===== src/hdl/srlf_pkg.sv =====
// shared types and constants of the stereo linear resampler and framer
package srlf_pkg;

    // fixed field and register widths
    localparam int SAMPLE_W   = 16;
    localparam int STEP_W     = 20;
    localparam int FLEN_W     = 13;
    localparam int CFG_IDX_W  = 2;
    localparam int CFG_DATA_W = 20;

    // defaults for the top-level parameters
    localparam int PHASE_FRAC_BITS_DEF = 16;
    localparam int MAX_FRAME_LEN_DEF   = 4096;

    // register reset values
    localparam logic [FLEN_W-1:0] FLEN_RESET = FLEN_W'(480);

    // register indexes on the configuration port
    localparam logic [CFG_IDX_W-1:0] REG_PHASE_STEP   = 2'd0;
    localparam logic [CFG_IDX_W-1:0] REG_MONO_SOURCE  = 2'd1;
    localparam logic [CFG_IDX_W-1:0] REG_FRAME_LENGTH = 2'd2;

    // input item: one stereo frame
    typedef struct packed {
        logic signed [SAMPLE_W-1:0] left_sample;
        logic signed [SAMPLE_W-1:0] right_sample;
    } srlf_in_t;

    // result item: one interpolated frame plus mix and frame mark
    typedef struct packed {
        logic signed [SAMPLE_W-1:0] left_out;
        logic signed [SAMPLE_W-1:0] right_out;
        logic signed [SAMPLE_W-1:0] mono_out;
        logic                       frame_end;
    } srlf_out_t;

    // controller to datapath commands
    typedef struct packed {
        logic capture;  // latch the incoming frame as current
        logic prime;    // load the incoming frame as history
        logic mul;      // form the interpolation products
        logic emit;     // write a result item, advance phase and fill
        logic finish;   // drop phase by one, current becomes history
    } srlf_cmd_t;

    // datapath to controller status
    typedef struct packed {
        logic step_zero;
        logic hist_valid;
        logic phase_ge_one;
        logic out_stall;
    } srlf_stat_t;

endpackage


===== src/hdl/srlf_ctrl.sv =====
// sequencing state machine of the resampler
module srlf_ctrl (
    input  logic                aclk,
    input  logic                aresetn,
    input  logic                s_valid,
    output logic                s_ready,
    input  srlf_pkg::srlf_stat_t stat,
    output srlf_pkg::srlf_cmd_t  cmd
);

    typedef enum logic [1:0] {
        ST_IDLE,
        ST_CHECK,
        ST_MUL,
        ST_EMIT
    } state_t;

    state_t state_reg, state_next;
    logic   s_ready_reg, s_ready_next;
    logic   accept;

    assign accept  = s_valid && s_ready_reg;
    assign s_ready = s_ready_reg;

    // next state and commands
    always_comb begin
        state_next  = state_reg;
        cmd         = '0;
        case (state_reg)
            ST_IDLE: begin
                if (accept && !stat.step_zero) begin
                    if (!stat.hist_valid) begin
                        cmd.prime = 1'b1;
                    end else begin
                        cmd.capture = 1'b1;
                        state_next  = ST_CHECK;
                    end
                end
            end
            ST_CHECK: begin
                if (stat.phase_ge_one) begin
                    cmd.finish = 1'b1;
                    state_next = ST_IDLE;
                end else begin
                    state_next = ST_MUL;
                end
            end
            ST_MUL: begin
                cmd.mul    = 1'b1;
                state_next = ST_EMIT;
            end
            ST_EMIT: begin
                if (!stat.out_stall) begin
                    cmd.emit   = 1'b1;
                    state_next = ST_CHECK;
                end
            end
            default: begin
                state_next = ST_IDLE;
            end
        endcase
        s_ready_next = (state_next == ST_IDLE);
    end

    // state and registered ready
    always_ff @(posedge aclk) begin
        if (!aresetn) begin
            state_reg   <= ST_IDLE;
            s_ready_reg <= 1'b0;
        end else begin
            state_reg   <= state_next;
            s_ready_reg <= s_ready_next;
        end
    end

    // a result is never written over one that is still waiting
    a_emit_no_overwrite: assert property (@(posedge aclk) disable iff (!aresetn)
        cmd.emit |-> !stat.out_stall)
        else $error("emit while output item still waiting");

    // priming leaves the history valid
    a_prime_sets_hist: assert property (@(posedge aclk) disable iff (!aresetn)
        cmd.prime |=> stat.hist_valid)
        else $error("history not valid after prime");

    // products are only formed for a phase below one
    a_mul_phase_low: assert property (@(posedge aclk) disable iff (!aresetn)
        cmd.mul |-> !stat.phase_ge_one)
        else $error("interpolation with phase at or above one");

    // no item is taken while one is still being worked on
    a_accept_only_idle: assert property (@(posedge aclk) disable iff (!aresetn)
        (s_valid && s_ready) |-> !(cmd.mul || cmd.emit || cmd.finish))
        else $error("item accepted while busy");

endmodule


===== src/hdl/srlf_dpath.sv =====
// registers, interpolation arithmetic, phase and frame counters of the resampler
module srlf_dpath #(
    parameter int PHASE_FRAC_BITS = srlf_pkg::PHASE_FRAC_BITS_DEF,
    parameter int MAX_FRAME_LEN   = srlf_pkg::MAX_FRAME_LEN_DEF
) (
    input  logic                                aclk,
    input  logic                                aresetn,
    input  logic                                cfg_wr_en,
    input  logic [srlf_pkg::CFG_IDX_W-1:0]      cfg_index,
    input  logic [srlf_pkg::CFG_DATA_W-1:0]     cfg_wdata,
    input  srlf_pkg::srlf_in_t                  s_data,
    input  srlf_pkg::srlf_cmd_t                 cmd,
    output srlf_pkg::srlf_stat_t                stat,
    input  logic                                m_ready,
    output logic                                m_valid,
    output srlf_pkg::srlf_out_t                 m_data
);

    localparam int P      = PHASE_FRAC_BITS;
    localparam int SW     = srlf_pkg::SAMPLE_W;
    localparam int DW     = SW + 1;
    localparam int PH_W   = ((P > srlf_pkg::STEP_W) ? P : srlf_pkg::STEP_W) + 1;
    localparam int PROD_W = DW + P + 1;
    localparam int FILL_W = $clog2(MAX_FRAME_LEN);
    localparam int MAXL_W = $clog2(MAX_FRAME_LEN + 1);
    localparam int LEN_W  = (MAXL_W > srlf_pkg::FLEN_W) ? MAXL_W : srlf_pkg::FLEN_W;

    localparam logic [PH_W-1:0]  PHASE_ONE = PH_W'(1) << P;
    localparam logic [PH_W-1:0]  MIN_STEP  = PH_W'(1) << (P - 3);
    localparam logic [LEN_W-1:0] LEN_MAX   = LEN_W'(MAX_FRAME_LEN);
    localparam logic [LEN_W-1:0] LEN_ONE   = LEN_W'(1);

    // configuration registers
    logic [srlf_pkg::STEP_W-1:0] phase_step_reg;
    logic                        mono_source_reg;
    logic [srlf_pkg::FLEN_W-1:0] frame_length_reg;

    // history, current frame, phase and fill
    logic signed [SW-1:0] prev_l_reg, prev_r_reg;
    logic signed [SW-1:0] cur_l_reg, cur_r_reg;
    logic                 hist_valid_reg;
    logic [PH_W-1:0]      phase_reg;
    logic [FILL_W-1:0]    fill_reg;

    // product registers
    logic signed [PROD_W-1:0] prod_l_reg, prod_r_reg;

    // output register
    logic                m_valid_reg;
    srlf_pkg::srlf_out_t m_data_reg;

    logic signed [SW-1:0]     in_r;
    logic [PH_W-1:0]          step_ext, step_eff;
    logic [LEN_W-1:0]         len_ext, len_eff, fill_inc;
    logic                     frame_done;
    logic signed [DW-1:0]     diff_l, diff_r;
    logic signed [P:0]        frac_s;
    logic signed [PROD_W-1:0] sh_l, sh_r;
    logic signed [DW-1:0]     sum_l, sum_r, mix;
    logic signed [SW-1:0]     res_l, res_r;

    // mono source copies left into right
    assign in_r = mono_source_reg ? s_data.left_sample : s_data.right_sample;

    // effective step, raised to one eighth
    assign step_ext = PH_W'(phase_step_reg);
    assign step_eff = (step_ext < MIN_STEP) ? MIN_STEP : step_ext;

    // effective frame length, clamped to one and the maximum
    assign len_ext = LEN_W'(frame_length_reg);
    always_comb begin
        if (len_ext == '0) begin
            len_eff = LEN_ONE;
        end else if (len_ext > LEN_MAX) begin
            len_eff = LEN_MAX;
        end else begin
            len_eff = len_ext;
        end
    end
    assign fill_inc   = LEN_W'(fill_reg) + LEN_ONE;
    assign frame_done = (fill_inc >= len_eff);

    // differences and fraction for the multipliers
    assign diff_l = DW'(cur_l_reg) - DW'(prev_l_reg);
    assign diff_r = DW'(cur_r_reg) - DW'(prev_r_reg);
    assign frac_s = signed'({1'b0, phase_reg[P-1:0]});

    // floor shift of the products, add back history, mono mix
    assign sh_l  = prod_l_reg >>> P;
    assign sh_r  = prod_r_reg >>> P;
    assign sum_l = DW'(prev_l_reg) + sh_l[DW-1:0];
    assign sum_r = DW'(prev_r_reg) + sh_r[DW-1:0];
    assign res_l = sum_l[SW-1:0];
    assign res_r = sum_r[SW-1:0];
    assign mix   = DW'(res_l) + DW'(res_r);

    // status to the controller
    assign stat.step_zero    = (phase_step_reg == '0);
    assign stat.hist_valid   = hist_valid_reg;
    assign stat.phase_ge_one = (phase_reg >= PHASE_ONE);
    assign stat.out_stall    = m_valid_reg && !m_ready;

    assign m_valid = m_valid_reg;
    assign m_data  = m_data_reg;

    // configuration writes
    always_ff @(posedge aclk) begin
        if (!aresetn) begin
            phase_step_reg   <= '0;
            mono_source_reg  <= 1'b0;
            frame_length_reg <= srlf_pkg::FLEN_RESET;
        end else if (cfg_wr_en) begin
            case (cfg_index)
                srlf_pkg::REG_PHASE_STEP:   phase_step_reg   <= cfg_wdata[srlf_pkg::STEP_W-1:0];
                srlf_pkg::REG_MONO_SOURCE:  mono_source_reg  <= cfg_wdata[0];
                srlf_pkg::REG_FRAME_LENGTH: frame_length_reg <= cfg_wdata[srlf_pkg::FLEN_W-1:0];
                default: begin
                end
            endcase
        end
    end

    // history, phase and fill control state
    always_ff @(posedge aclk) begin
        if (!aresetn) begin
            prev_l_reg     <= '0;
            prev_r_reg     <= '0;
            hist_valid_reg <= 1'b0;
            phase_reg      <= '0;
            fill_reg       <= '0;
        end else begin
            if (cmd.prime) begin
                prev_l_reg     <= s_data.left_sample;
                prev_r_reg     <= in_r;
                hist_valid_reg <= 1'b1;
            end
            if (cmd.finish) begin
                prev_l_reg <= cur_l_reg;
                prev_r_reg <= cur_r_reg;
                phase_reg  <= phase_reg - PHASE_ONE;
            end
            if (cmd.emit) begin
                phase_reg <= phase_reg + step_eff;
                fill_reg  <= frame_done ? '0 : fill_inc[FILL_W-1:0];
            end
        end
    end

    // current frame and products
    always_ff @(posedge aclk) begin
        if (cmd.capture) begin
            cur_l_reg <= s_data.left_sample;
            cur_r_reg <= in_r;
        end
        if (cmd.mul) begin
            prod_l_reg <= PROD_W'(diff_l * frac_s);
            prod_r_reg <= PROD_W'(diff_r * frac_s);
        end
    end

    // output item register
    always_ff @(posedge aclk) begin
        if (!aresetn) begin
            m_valid_reg <= 1'b0;
        end else if (cmd.emit) begin
            m_valid_reg <= 1'b1;
        end else if (m_ready) begin
            m_valid_reg <= 1'b0;
        end
    end

    always_ff @(posedge aclk) begin
        if (cmd.emit) begin
            m_data_reg.left_out  <= res_l;
            m_data_reg.right_out <= res_r;
            m_data_reg.mono_out  <= mix[DW-1:1];
            m_data_reg.frame_end <= frame_done;
        end
    end

endmodule


===== src/hdl/stereo_linear_resampler_framer_unit.sv =====
// top level of the stereo linear resampler and framer
//
// Linear-interpolation sample rate converter for stereo Q1.15 frames. Each accepted
// item is one input frame; after the first frame (which only loads the history) it
// yields zero to eight result items, each an interpolated stereo sample with its mono
// mix and a mark on the last sample of every output frame of frame_length samples.
// A phase_step of zero drops items. For each result the sequencer runs its check,
// multiply and emit steps, waiting in emit while the last result is still held;
// a final check retires the item, and no new item is taken before that. The output
// register holds a finished result while the next item is taken.
module stereo_linear_resampler_framer_unit #(
    parameter int PHASE_FRAC_BITS = srlf_pkg::PHASE_FRAC_BITS_DEF,
    parameter int MAX_FRAME_LEN   = srlf_pkg::MAX_FRAME_LEN_DEF
) (
    input  logic                            aclk,
    input  logic                            aresetn,
    input  logic                            cfg_wr_en,
    input  logic [srlf_pkg::CFG_IDX_W-1:0]  cfg_index,
    input  logic [srlf_pkg::CFG_DATA_W-1:0] cfg_wdata,
    input  logic                            s_valid,
    output logic                            s_ready,
    input  srlf_pkg::srlf_in_t              s_data,
    output logic                            m_valid,
    input  logic                            m_ready,
    output srlf_pkg::srlf_out_t             m_data
);

    srlf_pkg::srlf_cmd_t  cmd;
    srlf_pkg::srlf_stat_t stat;

    // sequencer
    srlf_ctrl u_ctrl (
        .aclk    (aclk),
        .aresetn (aresetn),
        .s_valid (s_valid),
        .s_ready (s_ready),
        .stat    (stat),
        .cmd     (cmd)
    );

    // arithmetic and state
    srlf_dpath #(
        .PHASE_FRAC_BITS (PHASE_FRAC_BITS),
        .MAX_FRAME_LEN   (MAX_FRAME_LEN)
    ) u_dpath (
        .aclk      (aclk),
        .aresetn   (aresetn),
        .cfg_wr_en (cfg_wr_en),
        .cfg_index (cfg_index),
        .cfg_wdata (cfg_wdata),
        .s_data    (s_data),
        .cmd       (cmd),
        .stat      (stat),
        .m_ready   (m_ready),
        .m_valid   (m_valid),
        .m_data    (m_data)
    );

endmodule

===== config.mk =====
export PLATFORM = sky130hd
export DESIGN_NAME = stereo_linear_resampler_framer_unit
export DESIGN_NICKNAME = d
export VERILOG_FILES = /design/src/hdl/srlf_pkg.sv /design/src/hdl/srlf_ctrl.sv /design/src/hdl/srlf_dpath.sv /design/src/hdl/stereo_linear_resampler_framer_unit.sv
export SDC_FILE = /design/constraint.sdc
export NUM_CORES = 2
export LEC_CHECK = 0
export ABC_CLOCK_PERIOD_IN_PS = 12700
export BUFFER_PORTS_ARGS = -buffer_cell sky130_fd_sc_hd__buf_2
export CAP_MARGIN = 20
export CORE_ASPECT_RATIO = 0.8
export CORE_MARGIN = 2
export CORE_UTILIZATION = 40
export DETAILED_ROUTE_END_ITERATION = 8
export PLACE_DENSITY = 0.55
export SLEW_MARGIN = 40
export SYNTH_ARGS = -nofsm -noshare
export SYNTH_HDL_FRONTEND = slang
export SYNTH_HIERARCHICAL = 1
export SYNTH_SLANG_ARGS = --single-unit
export TNS_END_PERCENT = 10

===== constraint.sdc =====
create_clock -name aclk -period 12.7 [get_ports aclk]
set_input_delay 0.635 -clock aclk [delete_from_list [all_inputs] [get_ports aclk]]
set_output_delay 0.635 -clock aclk [all_outputs]
set_load 0.1 [all_outputs]

==> impl_metrics.env <==
export IMPL_critPathSlowestCell="sky130_fd_sc_hd__o31ai_4"
export IMPL_detailedRoute_firstIterationViolations=1869
export IMPL_wl_per_cell_um=19.91
export IMPL_design_die_area_um2=87890
export IMPL_drcViolationCount=0
export IMPL_power_total_mw=2.101
export IMPL_routed_wirelength_um=98630
export IMPL_combPwrFrac_pct=24.4
export IMPL_most_repeated_library_cell_on_the_critical_path="sky130_fd_sc_hd__fa_1"
export IMPL_post_synth_cell_area_avg_um2=8.998
export IMPL_post_synth_top_flop="sky130_fd_sc_hd__edfxtp_1"
export IMPL_post_synth_inst_count=3802
export IMPL_grt_antenna_before_repair=7
export IMPL_worst_ep_required_time_ps=13010
export IMPL_number_of_flip_flops_in_the_largest_register=49
export IMPL_synth_enable_flop_cells=113
export IMPL_ys_seq_area_share_pct=16.01
export IMPL_setup_tns_final_ps=0
export IMPL_worstSetupPathType="register to register"
export IMPL_floorplan_io_pins=110
export IMPL_status="finished, final reports clean"
export IMPL_cts_repair_resized=0
export IMPL_max_vdd_ir_drop_mv=0.1154
export IMPL_area_growth_syn_to_layout_pct=8.160
export IMPL_cts_buffers_inserted=28
export IMPL_die_y_um=265.6
export IMPL_critical_path_peak_fanout=18
export IMPL_synthArstFlopShare_pct=0
export IMPL_vias=25640
export IMPL_synth_seq_cells=217
export IMPL_final_setup_viol_count=0
export IMPL_final_hold_violation_count=0
export IMPL_fillCellCount=8356
export IMPL_dieWidth_um=331.0
export IMPL_floorplan_initialDensity_pct=40.54
export IMPL_htreeDepth=1
export IMPL_placementRows=95
export IMPL_power_frac_clock_pct=38.5
export IMPL_clockRootBuffer="sky130_fd_sc_hd__clkbuf_16"
export IMPL_timing_critical_path_to_type="register"
export IMPL_power_sequential_fraction_pct=37.1
export IMPL_cts_tree="yes"
export IMPL_detail_route_vias_per_cell=5.177
export IMPL_min_delay_path_class="input port to register"
export IMPL_worst_slew_pin_slew_ps=839.8
export IMPL_detail_route_antenna_nets=0
export IMPL_synth_yosys_warnings=6
export IMPL_detailedPlacementHpwl_um=74520
export IMPL_grt_max_degree=94
export IMPL_grt_ovfl_total=0
export IMPL_port_buffer_count=109
export IMPL_grt_use_total_pct=23.02
export IMPL_final_common_cell="sky130_fd_sc_hd__inv_1"
export IMPL_final_max_slew_violation_count=0
export IMPL_grt_setup_unrepaired="false"
export IMPL_power_switching_uw=716.2
export IMPL_tightest_slew_margin_relative_to_the_limit_pct=43.61
export IMPL_ys_types=90
export IMPL_setup_reg_to_reg_worst_slack_ps=3500
export IMPL_timing_final_crit_share_pct=72.42
export IMPL_net_count_synth=4664
export IMPL_clock_sinks=217
export IMPL_fp_coreArea_um2=84390
export IMPL_min_period_ps=9197
export IMPL_clkSlewWorstSetupHoldPaths_ps=60
export IMPL_worst_skew_pair_late_latency_ps=580
export IMPL_mappedNetlistArea_um2=34210
export IMPL_most_frequent_cells_in_the_layout="739 x sky130_fd_sc_hd__inv_1, 522 x sky130_fd_sc_hd__fa_1, 431 x sky130_fd_sc_hd__nand2_1"
export IMPL_worst_clock_skew_ps=17.76
export IMPL_layout_drive_gt1_share_pct=8.236
export IMPL_layout_core_utilization_pct=43.84
export IMPL_power_per_unit_of_standard_cell_area_nw_per_um2=56.77
export IMPL_cts_hold_buf=0
export IMPL_start_kind="register"
export IMPL_postCtsSetupRepairBufs=0
export IMPL_first_pass_grt_wire_length_um=155900
export IMPL_critical_path_arrival_ps=9510
export IMPL_power_switching_fraction_pct=34.10
export IMPL_cellInternalPower_mw=1.384
export IMPL_finalNetCount=4677
export IMPL_finalWeightedCongestion=0.8537
export IMPL_max_clock_path_buffers=3
export IMPL_fmax_mhz=108.7
export IMPL_maxCapViolCount=0
export IMPL_max_stage_delay_ps=660
export IMPL_grt_pass1_vias=25890
export IMPL_total_leakage_power_nw=17.80
export IMPL_drt_first_pass_iters=6
routing by layer:
metal,part of all wire (%),global-route usage [%],routed length (um)
met5,0.019,0,19
met4,2.8,5.430,2723
met3,7.7,3.885,7552
met2,40,32.23,39050
met1,50,36.38,49280
cell families after synthesis:
logic type	share of synthesized area (%)
multiplexers	1.346
AND/OR/NAND/NOR	17.66
XOR/XNOR	4.199
flip-flops	16.01
buffers and inverters	10.45
adder cells (fa/ha/maj)	40.85
AO/OA/AOI/OAI	9.488
synthesized netlist by cell type (all sizes together), types with 17 or more instances:
| master | count | area (um^2) |
|---|---|---|
| a21boi | 48 | 360.3 |
| fa | 523 | 10470 |
| inv | 750 | 2815 |
| xor2 | 47 | 411.6 |
| clkbuf | 164 | 615.6 |
| xnor2 | 117 | 1025 |
| nand3b | 28 | 210.2 |
| o311ai | 27 | 281.5 |
| a21oi | 81 | 416.7 |
| o21ai | 84 | 424.2 |
| dfxtp | 104 | 2082 |
| a211o | 21 | 183.9 |
| nor2b | 43 | 269.0 |
| nand2 | 431 | 1618 |
| a211oi | 42 | 330.3 |
| buf | 25 | 145.1 |
| edfxtp | 113 | 3393 |
| and3 | 65 | 407.9 |
| nand2b | 29 | 181.4 |
| ha | 280 | 3503 |
| and2 | 249 | 1558 |
| nor3 | 40 | 220.2 |
| a31oi | 26 | 168.9 |
| a21o | 27 | 202.7 |
| o21a | 17 | 127.6 |
| nor2 | 112 | 422.9 |
| mux2i | 28 | 280.3 |
| nand3 | 96 | 480.5 |
power groups by stage:
stage / Clock (mW) / Combinational, mW / Sequential, mW
final: 0.809 / 0.513 / 0.779
after detailed placement: 0 / 0.503 / 0.794
after CTS: 0.827 / 0.506 / 0.779
after floorplan: 0 / 0.316 / 0.789
after global placement: 0 / 0.500 / 0.794
after global routing: 0.851 / 0.554 / 0.780
final cells by class:
type | count | area (um^2) | area share [%]
antenna | 1 | 2.502 | 0.006763
clock buffer | 34 | 805.8 | 2.178
clock inverter | 18 | 142.6 | 0.3855
sequential | 217 | 5480 | 14.81
multi-input combinational | 2646 | 25310 | 68.42
inverter | 750 | 2815 | 7.609
tap | 1115 | 1395 | 3.770
timing repair buffer | 172 | 1045 | 2.824
through the flow:
stage	instances	cell area, um^2	hold WS (ps)	setup WS [ps]
after floorplan	3802	34210	441.9	4567
after global placement	4896	35930	472.1	3824
after detailed placement	4899	36040	470.2	3627
after CTS	4951	36980	242.6	3601
after global routing	4953	37000	265.2	2937
final	4953	37000	269.7	3503
worst max-delay path: cells and delay by family, from the launching register on:
kind            cells  cell delay, ps
compound gates     10            2890
simple gates        5             950
xor+xnor            2             300
flops               1             380
fa+ha+maj           9            3730
buf+inv             7             660
path summary, 6_finish.rpt:
path                                                  from                         end  cells after the start
worst max register to register        u_dpath/cur_r_reg[0]      u_dpath/prod_r_reg[31]                     33
worst min-delay path                            s_data[18]        u_dpath/cur_l_reg[2]                      1
worst max-delay path                  u_dpath/cur_r_reg[0]      u_dpath/prod_r_reg[31]                     33
worst min register to register  u_dpath/phase_step_reg[13]  u_dpath/phase_step_reg[13]                      2
Note: power is estimated with default switching activity, not from simulation.
